===== config.mk =====
export PLATFORM = sky130hd
export DESIGN_NAME = udpq_cell
export DESIGN_NICKNAME = d
export VERILOG_FILES = /design/src/hw/rtl/udpq_pkg.sv /design/src/hw/rtl/udpq_cell.sv
export SDC_FILE = /design/constraint.sdc
export NUM_CORES = 1
export LEC_CHECK = 0
export BUFFER_PORTS_ARGS = -buffer_cell sky130_fd_sc_hd__buf_2
export CORE_ASPECT_RATIO = 2
export CORE_MARGIN = 8
export CORE_UTILIZATION = 42
export CTS_CLUSTER_SIZE = 8
export DETAILED_ROUTE_END_ITERATION = 7
export PLACE_DENSITY = 0.85
export SYNTH_ARGS = -nofsm -noshare
export SYNTH_HDL_FRONTEND = slang
export SYNTH_SLANG_ARGS = --single-unit

===== constraint.sdc =====
create_clock -name clk -period 7.5 [get_ports clk]
set_clock_uncertainty 0.05 [all_clocks]
set_input_delay 0.375 -clock clk [delete_from_list [all_inputs] [get_ports clk]]
set_output_delay 0.375 -clock clk [all_outputs]
set_load 0.01 [all_outputs]

===== src/hw/rtl/udpq_pkg.sv =====
// ----------------------------------------------------------------------------
// udpq_pkg
// Shared types and constants of the unique-key double-ended priority queue.
// ----------------------------------------------------------------------------
package udpq_pkg;

  localparam int UDPQ_CAPACITY = 1024;
  // Cells per group of the registered match tree.
  localparam int UDPQ_GROUP = 32;

  localparam int TYPE_W  = 2;
  localparam int KEY_W   = 20;
  localparam int VAL_W   = 20;
  localparam int ST_W    = 3;
  localparam int COUNT_W = 11;
  localparam int SUM_W   = 30;

  localparam logic [TYPE_W-1:0] REQ_INSERT   = 2'd0;
  localparam logic [TYPE_W-1:0] REQ_POP_HIGH = 2'd1;
  localparam logic [TYPE_W-1:0] REQ_POP_LOW  = 2'd2;

  localparam logic [ST_W-1:0] ST_INSERTED  = 3'd0;
  localparam logic [ST_W-1:0] ST_DUPLICATE = 3'd1;
  localparam logic [ST_W-1:0] ST_REMOVED   = 3'd2;
  localparam logic [ST_W-1:0] ST_IGNORED   = 3'd3;
  localparam logic [ST_W-1:0] ST_FULL      = 3'd4;

  typedef struct packed {
    logic [TYPE_W-1:0] req_type;
    logic [VAL_W-1:0]  beauty;
    logic [KEY_W-1:0]  cost;
  } req_t;

  typedef struct packed {
    logic [ST_W-1:0]    status;
    logic [COUNT_W-1:0] entry_count;
    logic [SUM_W-1:0]   beauty_total;
    logic [SUM_W-1:0]   cost_total;
  } rsp_t;

  typedef enum logic [1:0] {
    CMD_HOLD,
    CMD_INSERT,
    CMD_SHIFT_DOWN
  } cell_op_t;

  typedef struct packed {
    cell_op_t          op;
    logic [KEY_W-1:0]  key;
    logic [VAL_W-1:0]  val;
  } cell_cmd_t;

endpackage


===== src/hw/rtl/udpq_cell.sv =====
// ----------------------------------------------------------------------------
// udpq_cell
// One slot of the sorted chain: holds a cost and a beauty, compares its cost
// with the broadcast key and takes its neighbor's entry on a shift.
// ----------------------------------------------------------------------------
module udpq_cell #(
  parameter int IDX   = 0,
  parameter int CNT_W = 11
) (
  input  logic                      clk,
  input  logic [CNT_W-1:0]          count,
  input  udpq_pkg::cell_cmd_t       cmd,
  input  logic [udpq_pkg::KEY_W-1:0] prev_key,
  input  logic [udpq_pkg::VAL_W-1:0] prev_val,
  input  logic                      prev_lt,
  input  logic [udpq_pkg::KEY_W-1:0] next_key,
  input  logic [udpq_pkg::VAL_W-1:0] next_val,
  output logic [udpq_pkg::KEY_W-1:0] key,
  output logic [udpq_pkg::VAL_W-1:0] val,
  output logic                      lt,
  output logic                      eq,
  output logic                      top
);
  import udpq_pkg::*;

  logic occ;

  always_comb begin
    occ = count > CNT_W'(IDX);
    lt  = occ && (key < cmd.key);
    eq  = occ && (key == cmd.key);
    top = count == CNT_W'(IDX + 1);
  end

  // On an insert, entries below the new cost stay; the first cell at or above
  // it takes the new entry and every cell after it takes its lower neighbor's entry.
  always_ff @(posedge clk) begin
    case (cmd.op)
      CMD_INSERT: begin
        if (!lt) begin
          if (IDX == 0 || prev_lt) begin
            key <= cmd.key;
            val <= cmd.val;
          end else begin
            key <= prev_key;
            val <= prev_val;
          end
        end
      end
      CMD_SHIFT_DOWN: begin
        key <= next_key;
        val <= next_val;
      end
      default: begin
      end
    endcase
  end

endmodule


# Yosys cells after proc, flatten, opt, wreduce, memory -nomap -nowiden
# Cells that the tools add are included.
[classes] bitwise_logic=0 n_mux=4 addsub=0 n_mul=0 reduce_logical=4 div=0 magnitude_cmp=2 eq_ne=5 n_shift=0
[ops] operator="20-bit case mux with 2 select lines" n=2
[ops] operator="20-bit 2-to-1 mux" n=2
[ops] operator="20-bit == test" n=1
[ops] operator="20-bit less-than comparator" n=1
[ops] operator="11-bit by 1-bit == test with 1-bit output (second input constant)" n=1
[ops] operator="11-bit by 1-bit > comparator with 1-bit output (second input constant)" n=1
[ops] operator="2-bit by 1-bit == test with 1-bit output (second input constant)" n=1
[ops] operator="2-bit == test (second input constant)" n=1
[ops] operator="1-bit logical AND" n=2
[ops] operator="2-bit inequality test (second input constant)" n=1
[ops] operator="2-bit AND reduction" n=1
[ops] operator="2-bit nonzero test" n=1
[totals] latchBits=0 wordCells=17 ram_bits=0 romBits=0 n_memories=0 ff_bits=40 input_bits=135

# Logic depth before layout (Yosys ltp)
# Gate-level depths: netlist of run 1.
[depth] depth_word=4 mapped_depth=7 depth_no_buf=7

# Worst setup path before layout of run 1
# No wires, ideal clock.
[synth_timing] kind="register -> register" start="register key[19] (netlist name)" end="register key[0] (netlist name), enable pin" setup_ns=0.396 n_path_buf=0 stages_incl_launch_ff=7 t_arrival_ns=2.419 required_time_ns=7.054 setup_slack_ns=4.634 path_cell_list="edfxtp_1 ha_1 nand4_2 nor4_1 a21boi_1 or4_1 a211o_1"
[synth_via] elab_chain_len=4
[synth_lines] element="from (decl)" line_no="udpq_cell.sv:18" rtl="output logic [udpq_pkg::KEY_W-1:0] key,"
[synth_lines] element="from (signal assigned)" line_no="udpq_cell.sv:42" rtl="key <= cmd.key;"
[synth_lines] element="from (signal assigned)" line_no="udpq_cell.sv:45" rtl="key <= prev_key;"
[synth_lines] element="from (signal assigned)" line_no="udpq_cell.sv:51" rtl="key <= next_key;"
[synth_lines] element="20-bit less-than comparator" line_no="udpq_cell.sv:30" rtl="lt = occ && (key < cmd.key);"
[synth_lines] element="1-bit logical AND" line_no="udpq_cell.sv:30"
[synth_lines] element="2-bit inequality test (no line)"
[synth_lines] element="2-bit AND reduction (no line)"
# Every way passes these cells.
# A chain may end at the register's enable or synchronous reset.

# Worst setup path in the final report of run 1
[layout_timing] start="register key[19] (netlist name)" end="register val[1] (netlist name), enable pin"
[layout_via] elab_chain_len=4
[layout_lines] element="20-bit less-than comparator" line_no="udpq_cell.sv:30"
[layout_lines] element="1-bit logical AND" line_no="udpq_cell.sv:30"
[layout_lines] element="2-bit inequality test (no line)"
[layout_lines] element="2-bit AND reduction (no line)"
[layout_lines] element="to (signal assigned)" line_no="udpq_cell.sv:43" rtl="val <= cmd.val;"
[layout_lines] element="to (signal assigned)" line_no="udpq_cell.sv:46" rtl="val <= prev_val;"
[layout_lines] element="to (signal assigned)" line_no="udpq_cell.sv:52" rtl="val <= next_val;"
[layout_lines] element="to (decl)" line_no="udpq_cell.sv:19" rtl="output logic [udpq_pkg::VAL_W-1:0] val,"
# Every way passes these cells.

==> flow_summary.yaml, run 1 <==
outcome:
  status: "completed"
placed_design:
  place_hpwl_um: 5050
  io_buffers: 136
  dpl_cell_area_mm2: 0.00297
  gp_congestion: 0.793
final_layout:
  layout-drive-gt1-share: 0.523
  fin_util: 0.592
  num-fill-cells: 456
  diodes: 0
  nNetsFinal: 478
  area_delta_synth_final_pct: 36.8
  fin_area_mm2: 0.00304
floorplanning:
  dieArea_mm2: 0.00802
  core-area_mm2: 0.00514
  die_width_um: 67.5
  start_util: 0.433
  die_height_um: 119
  ios: 178
  std_cell_rows: 37
yosys:
  postSynthCellCount: 186
  synth_nets: 341
  syn_area_mm2: 0.00222
  synth.area.mux_share: 0.106
  synth_commonest_cells: "40 x edfxtp_1, 21 x inv_1, 21 x mux2_2, 21 x nand2_1, 20 x ha_1"
  synth_top_area_frac: 0.540
  synth.area.top_cells: "edfxtp_1 54%, ha_1 11%, mux2_2 11%"
  yosys_register_bits: 40
  async_flop_share: 0
  synth_compound_area_frac: 0.101
  synth.yosys.seq_area_share: 0.540
  synth-main-ff-cell: "edfxtp_1"
  synthDistinctLibCells: 29
  yosysWarnings: 0
  synth_top_family_by_area: "adder cells"
  yosys.area_share.simple: 0.0917
  synth_top_area_cell: "edfxtp_1"
  synth_edf_count: 40
  synth-xor-area-share: 0
  synthAdderAreaFrac: 0.112
  yosysMostFrequentCell: "edfxtp_1"
  synth.avg_cell_area_um2: 12.0
critical_path:
  path_max_fanout: 40
  cp.arrival_ns: 2.72
  path_delay_family: "compound AO/OA/AOI/OAI gates"
  crit_slowest_cell: "a211o_2"
  crit_type: "flop to flop"
  start_kind: "flop"
  required_ns: 7.37
  slowest_delay_ns: 0.71
  crit_chain: "ha_1 -> nand4_2 -> nor4_1 -> a21boi_1 -> or4_1 -> a211o_2"
  worst-path-buf-inv: 0
  endpoint_kind: "flop"
detailed_routing:
  wire_per_inst_um: 16.6
  ant_nets: 0
  drc: 0
  vias: 1953
  drt-vias-per-instance: 5.13
  dr.pass1.iters: 4
  drt_iter0_drc: 45
  routed_wl_um: 6310
sta:
  timing_hold_violations_final: 0
  slew_viol_final: 0
  max_slew_margin: 0.418
  finalCriticalPeriod_ns: 2.85
  rsz0062_at_grt: "false"
  fin_crit_sh: 0.380
  setup_viol: 0
  tightest_slew_ns: 0.873
  max_freq_mhz: 351
  setup-tns-final_ns: 0
run:
  maxCapViolCount: 0
clocking:
  clock-sinks: 40
  clk_path_buf_depth: 2
  cts.repair.resized: 0
  numCtsBuffers: 5
  clkLatencyLatePin_ns: 0.30
  root_buffer: "clkbuf_8"
  cts_tree: "done"
  ctsHtreeMaxLevel: 2
  hold_buffers: 0
  post-cts-setup-buffers: 0
  clkSlewWorstSetupHoldPaths_ns: 0.08
grt:
  grt_pass1_vias: 2116
  use_met2: 0.270
  met1_usage: 0.155
  busiest_layer: "met2"
  grt_usage: 0.158
  antenna_found_initial: 0
  grtUsageMet3: 0.0667
  grt_pass1_wl_um: 9800
  overflow: 0
  grt_max_degree: 61
power:
  totalPowerFinal_mw: 0.527
  ir_drop_uv: 177
  leakage_nw: 1.46
  powerDensity_mw_per_mm2: 173
min_path:
  min_path_type: "input port to flop"
-- final cells by class --
type | instances | area (um^2) | area share
inverters | 21 | 78.8 | 0.0259
repair buffers | 137 | 688 | 0.226
clock buffers | 6 | 72.6 | 0.0238
clock inverters | 1 | 5.00 | 0.00164
multi-input cells | 118 | 925 | 0.304
flip-flops and latches | 40 | 1200 | 0.395
well taps | 58 | 72.6 | 0.0238
-- layer usage --
layer  share of wire  up-vias
met5               0        -
met4           0.029        0
met3            0.10       12
met2            0.53       84
met1            0.34      899
li1                -      958
-- worst reg2reg max path, delay by kind of cell, from the launching register on --
| kind | cells | cell delay [ns] |
|---|---|---|
| DFF | 1 | 0.39 |
| and+or+nand+nor | 3 | 0.75 |
| adders and majority gates | 1 | 0.35 |
| AOI/OAI and AO/OA | 2 | 0.92 |
-- sequential cells by signal, summed over array words and instances, names as in the netlist --
signal  cells
val        20
key        20
-- metrics by stage --
step	hold slack [ns]	std cells	worst slack (ns)
floorplan	0.512	186	4.63
global placement	0.598	374	4.57
detailed placement	0.604	374	4.52
CTS	0.289	381	4.61
global route	0.299	381	4.37
finish	0.295	381	4.65
-- path summary, 6_finish.rpt --
path | start | end | slack [ns] | cells past startpoint
worst min-delay path | next_key[15] | key[15] | 0.30 | 3
worst max-delay path | key[19] | val[1] | 4.65 | 6
worst max register to register | key[19] | val[1] | 4.65 | 6
worst min register to register | key[16] | key[18] | 1.67 | 4
-- cell families (layout without fill, tap and decap cells) --
| kind of cell | Yosys count | after routing |
|---|---|---|
| AND/OR/NAND/NOR | 40 | 40 |
| multiplexers | 21 | 21 |
| AO/OA/AOI/OAI | 37 | 37 |
| adder cells (fa/ha/maj) | 20 | 20 |
| buffers and inverters | 28 | 165 |
| flip-flops | 40 | 40 |
-- layout by cell type (no fill, tap or decap), drive strengths merged, types with 3 or more instances in the layout --
master,count
buf,137
edfxtp,40
inv,21
nand2,21
mux2,21
ha,20
o21ai,19
a21oi,6
clkbuf,6
a21o,4
nand4,4
nor2,3
nor2b,3
-- power by group --
part / internal, mW / total (mW) / switching, mW
clock: 0.0634 / 0.139 / 0.0757
sequential: 0.269 / 0.275 / 0.00600
combinational: 0.0542 / 0.113 / 0.0588
total: 0.387 / 0.527 / 0.140
(Power assumes the default switching activity.)
==> inputs of run 2 (changes only) <==
ABC_AREA = 1   (was unset)
CORE_UTILIZATION = 37   (was 42)
PLACE_DENSITY = 0.78   (was 0.85)
clock period = 2.5 ns   (was 7.5 ns; I/O delays follow)
==> flow_summary.yaml, run 2 <==
clocking:
  ctsHtreeMaxLevel: 2
  cts_tree: "done"
  post-cts-setup-buffers: 0
  numCtsBuffers: 5
  clk_path_buf_depth: 2
  clkLatencyLatePin_ns: 0.28
  clkSlewWorstSetupHoldPaths_ns: 0.06
  clock-sinks: 40
  root_buffer: "clkbuf_16"
  cts.repair.resized: 0
  hold_buffers: 0
placed_design:
  io_buffers: 136
  place_hpwl_um: 5350
  dp.cells: 441
  gp_congestion: 0.774
  place_ws_ns: 0.367
detailed_routing:
  dr.pass1.iters: 4
  drc: 0
  vias: 2011
  routed_wl_um: 6440
  wire_per_inst_um: 14.4
  drt-vias-per-instance: 4.49
  ant_nets: 0
  drt_iter0_drc: 55
final_layout:
  layout-drive-gt1-share: 0.478
  area_delta_synth_final_pct: 40.2
  final_common_cell: "buf_2"
  reg_top3: "key x20, val x20"
  num-fill-cells: 583
  instances_no_fill: 448
  layout_common_cells: "136 x buf_2, 40 x edfxtp_1, 33 x inv_1, 32 x nor2_1, 32 x nand2_1"
  nNetsFinal: 517
  diodes: 0
yosys:
  synth_commonest_cells: "40 x edfxtp_1, 33 x inv_1, 33 x nand2_1, 32 x nor2_1, 25 x a21oi_1"
  synth_nets: 377
  synth_top_area_cell: "edfxtp_1"
  async_flop_share: 0
  syn_area_mm2: 0.00239
  synth_top_area_frac: 0.502
  yosys_register_bits: 40
  synth.yosys.seq_area_share: 0.502
  synth_edf_count: 40
  yosysMostFrequentCell: "edfxtp_1"
  synthDistinctLibCells: 19
  synth-main-ff-cell: "edfxtp_1"
  postSynthCellCount: 222
  synth.avg_cell_area_um2: 10.8
  synth.area.top_cells: "edfxtp_1 50%, mux2_4 12%, ha_1 10%"
  yosysWarnings: 0
floorplanning:
  std_cell_rows: 41
  die_width_um: 72.9
  dieArea_mm2: 0.00945
  die_height_um: 130
  core-area_mm2: 0.00631
  ios: 178
  start_util: 0.379
sta:
  fin_crit_sh: 0.838
  max_slew_margin: 0.688
  setup_slack_ns: 0.405
  setup_viol: 0
  timing_hold_violations_final: 0
  slew_viol_final: 0
  rsz0062_at_grt: "false"
  finalCriticalPeriod_ns: 2.09
  max_freq_mhz: 477
  tightest_slew_ns: 0.466
  setup-tns-final_ns: 0
critical_path:
  required_ns: 2.42
  path_max_fanout: 38
  endpoint_kind: "flop"
  start_kind: "flop"
  crit_type: "flop to flop"
  cp.arrival_ns: 2.02
grt:
  grt_usage: 0.137
  overflow: 0
  use_met2: 0.242
  antenna_found_initial: 0
  grt_max_degree: 39
  busiest_layer: "met2"
  met1_usage: 0.130
  grt_pass1_vias: 2248
  grt_pass1_wl_um: 10000
  grtUsageMet3: 0.0530
run:
  maxCapViolCount: 0
min_path:
  min_path_type: "input port to flop"
outcome:
  status: "completed"
power:
  powerDensity_mw_per_mm2: 598
  totalPowerFinal_mw: 2.01
  leakage_nw: 1.73
  ir_drop_uv: 510
-- run 2: changes by cell type after synthesis, sizes merged, moves of 2 or more --
| cell | change |
|---|---|
| nor2 | +31 |
| nand4 | -4 |
| clkbuf | -5 |
| o21ai | -18 |
| inv | +12 |
| nor2b | -3 |
| nand2 | +14 |
| or2 | +2 |
| buf | +4 |
| a21o | -3 |
| a21oi | +19 |
| or4 | -2 |
-- run 2: worst max-delay path, stage by stage (launching register included) --
cell,delay (ns)
edfxtp_1,0.39
ha_1,0.31
nand2_1,0.08
nor2_2,0.14
a21boi_1,0.23
nor2_1,0.08
nand3_2,0.07
nand2_1,0.06
nand2_2,0.11
buf_12,0.24
-- run 2: layout make-up --
class / count / area (um^2) / area share
clock buffers: 5 / 125 / 0.0373
clock inverters: 2 / 60.1 / 0.0179
inverters: 33 / 124 / 0.0369
multi-input cells: 143 / 1010 / 0.301
flip-flops and latches: 40 / 1200 / 0.358
well taps: 86 / 108 / 0.0321
repair buffers: 139 / 728 / 0.217
-- run 2: logic make-up after synthesis --
group           count (synthesis)  share of synthesized area
buf+inv                        39                     0.0774
fa+ha+maj                      20                      0.105
mux                            21                      0.129
flops                          40                      0.502
simple gates                   74                      0.127
compound gates                 28                     0.0606
-- run 2: per-stage QoR --
stage	util	hold WS [ns]	cell area [um^2]
3_5_place_dp	0.502	0.378	3170
6_report	0.532	0.0886	3360
3_3_place_gp	0.502	0.374	3170
4_1_cts	0.532	0.0842	3360
2_1_floorplan	-	0.292	2400
5_1_grt	0.532	0.0835	3360
-- run 2: worst paths after layout --
kind / start / endpoint / slack, ns / cells past startpoint
setup reg to reg: key[19] / key[14] / 0.41 / 9
hold / removal: cmd[3] / val[3] / 0.09 / 2
setup / recovery: key[19] / key[14] / 0.41 / 9
hold reg to reg: key[3] / key[19] / 1.02 / 7
-- run 2: routing by layer --
metal  vias to the layer above  part of all wire  wire [um]
met1                       888              0.35       2250
met3                        13             0.094        603
met5                         -                 0          0
li1                       1019                 -          -
met2                        91              0.52       3380
met4                         0             0.033        212
-- run 2: report_power, final --
part	switching [mW]	leakage, nW	internal (mW)
combinational	0.186	1.27	0.182
sequential	0.0175	0.379	0.807
clock	0.250	0.0899	0.566
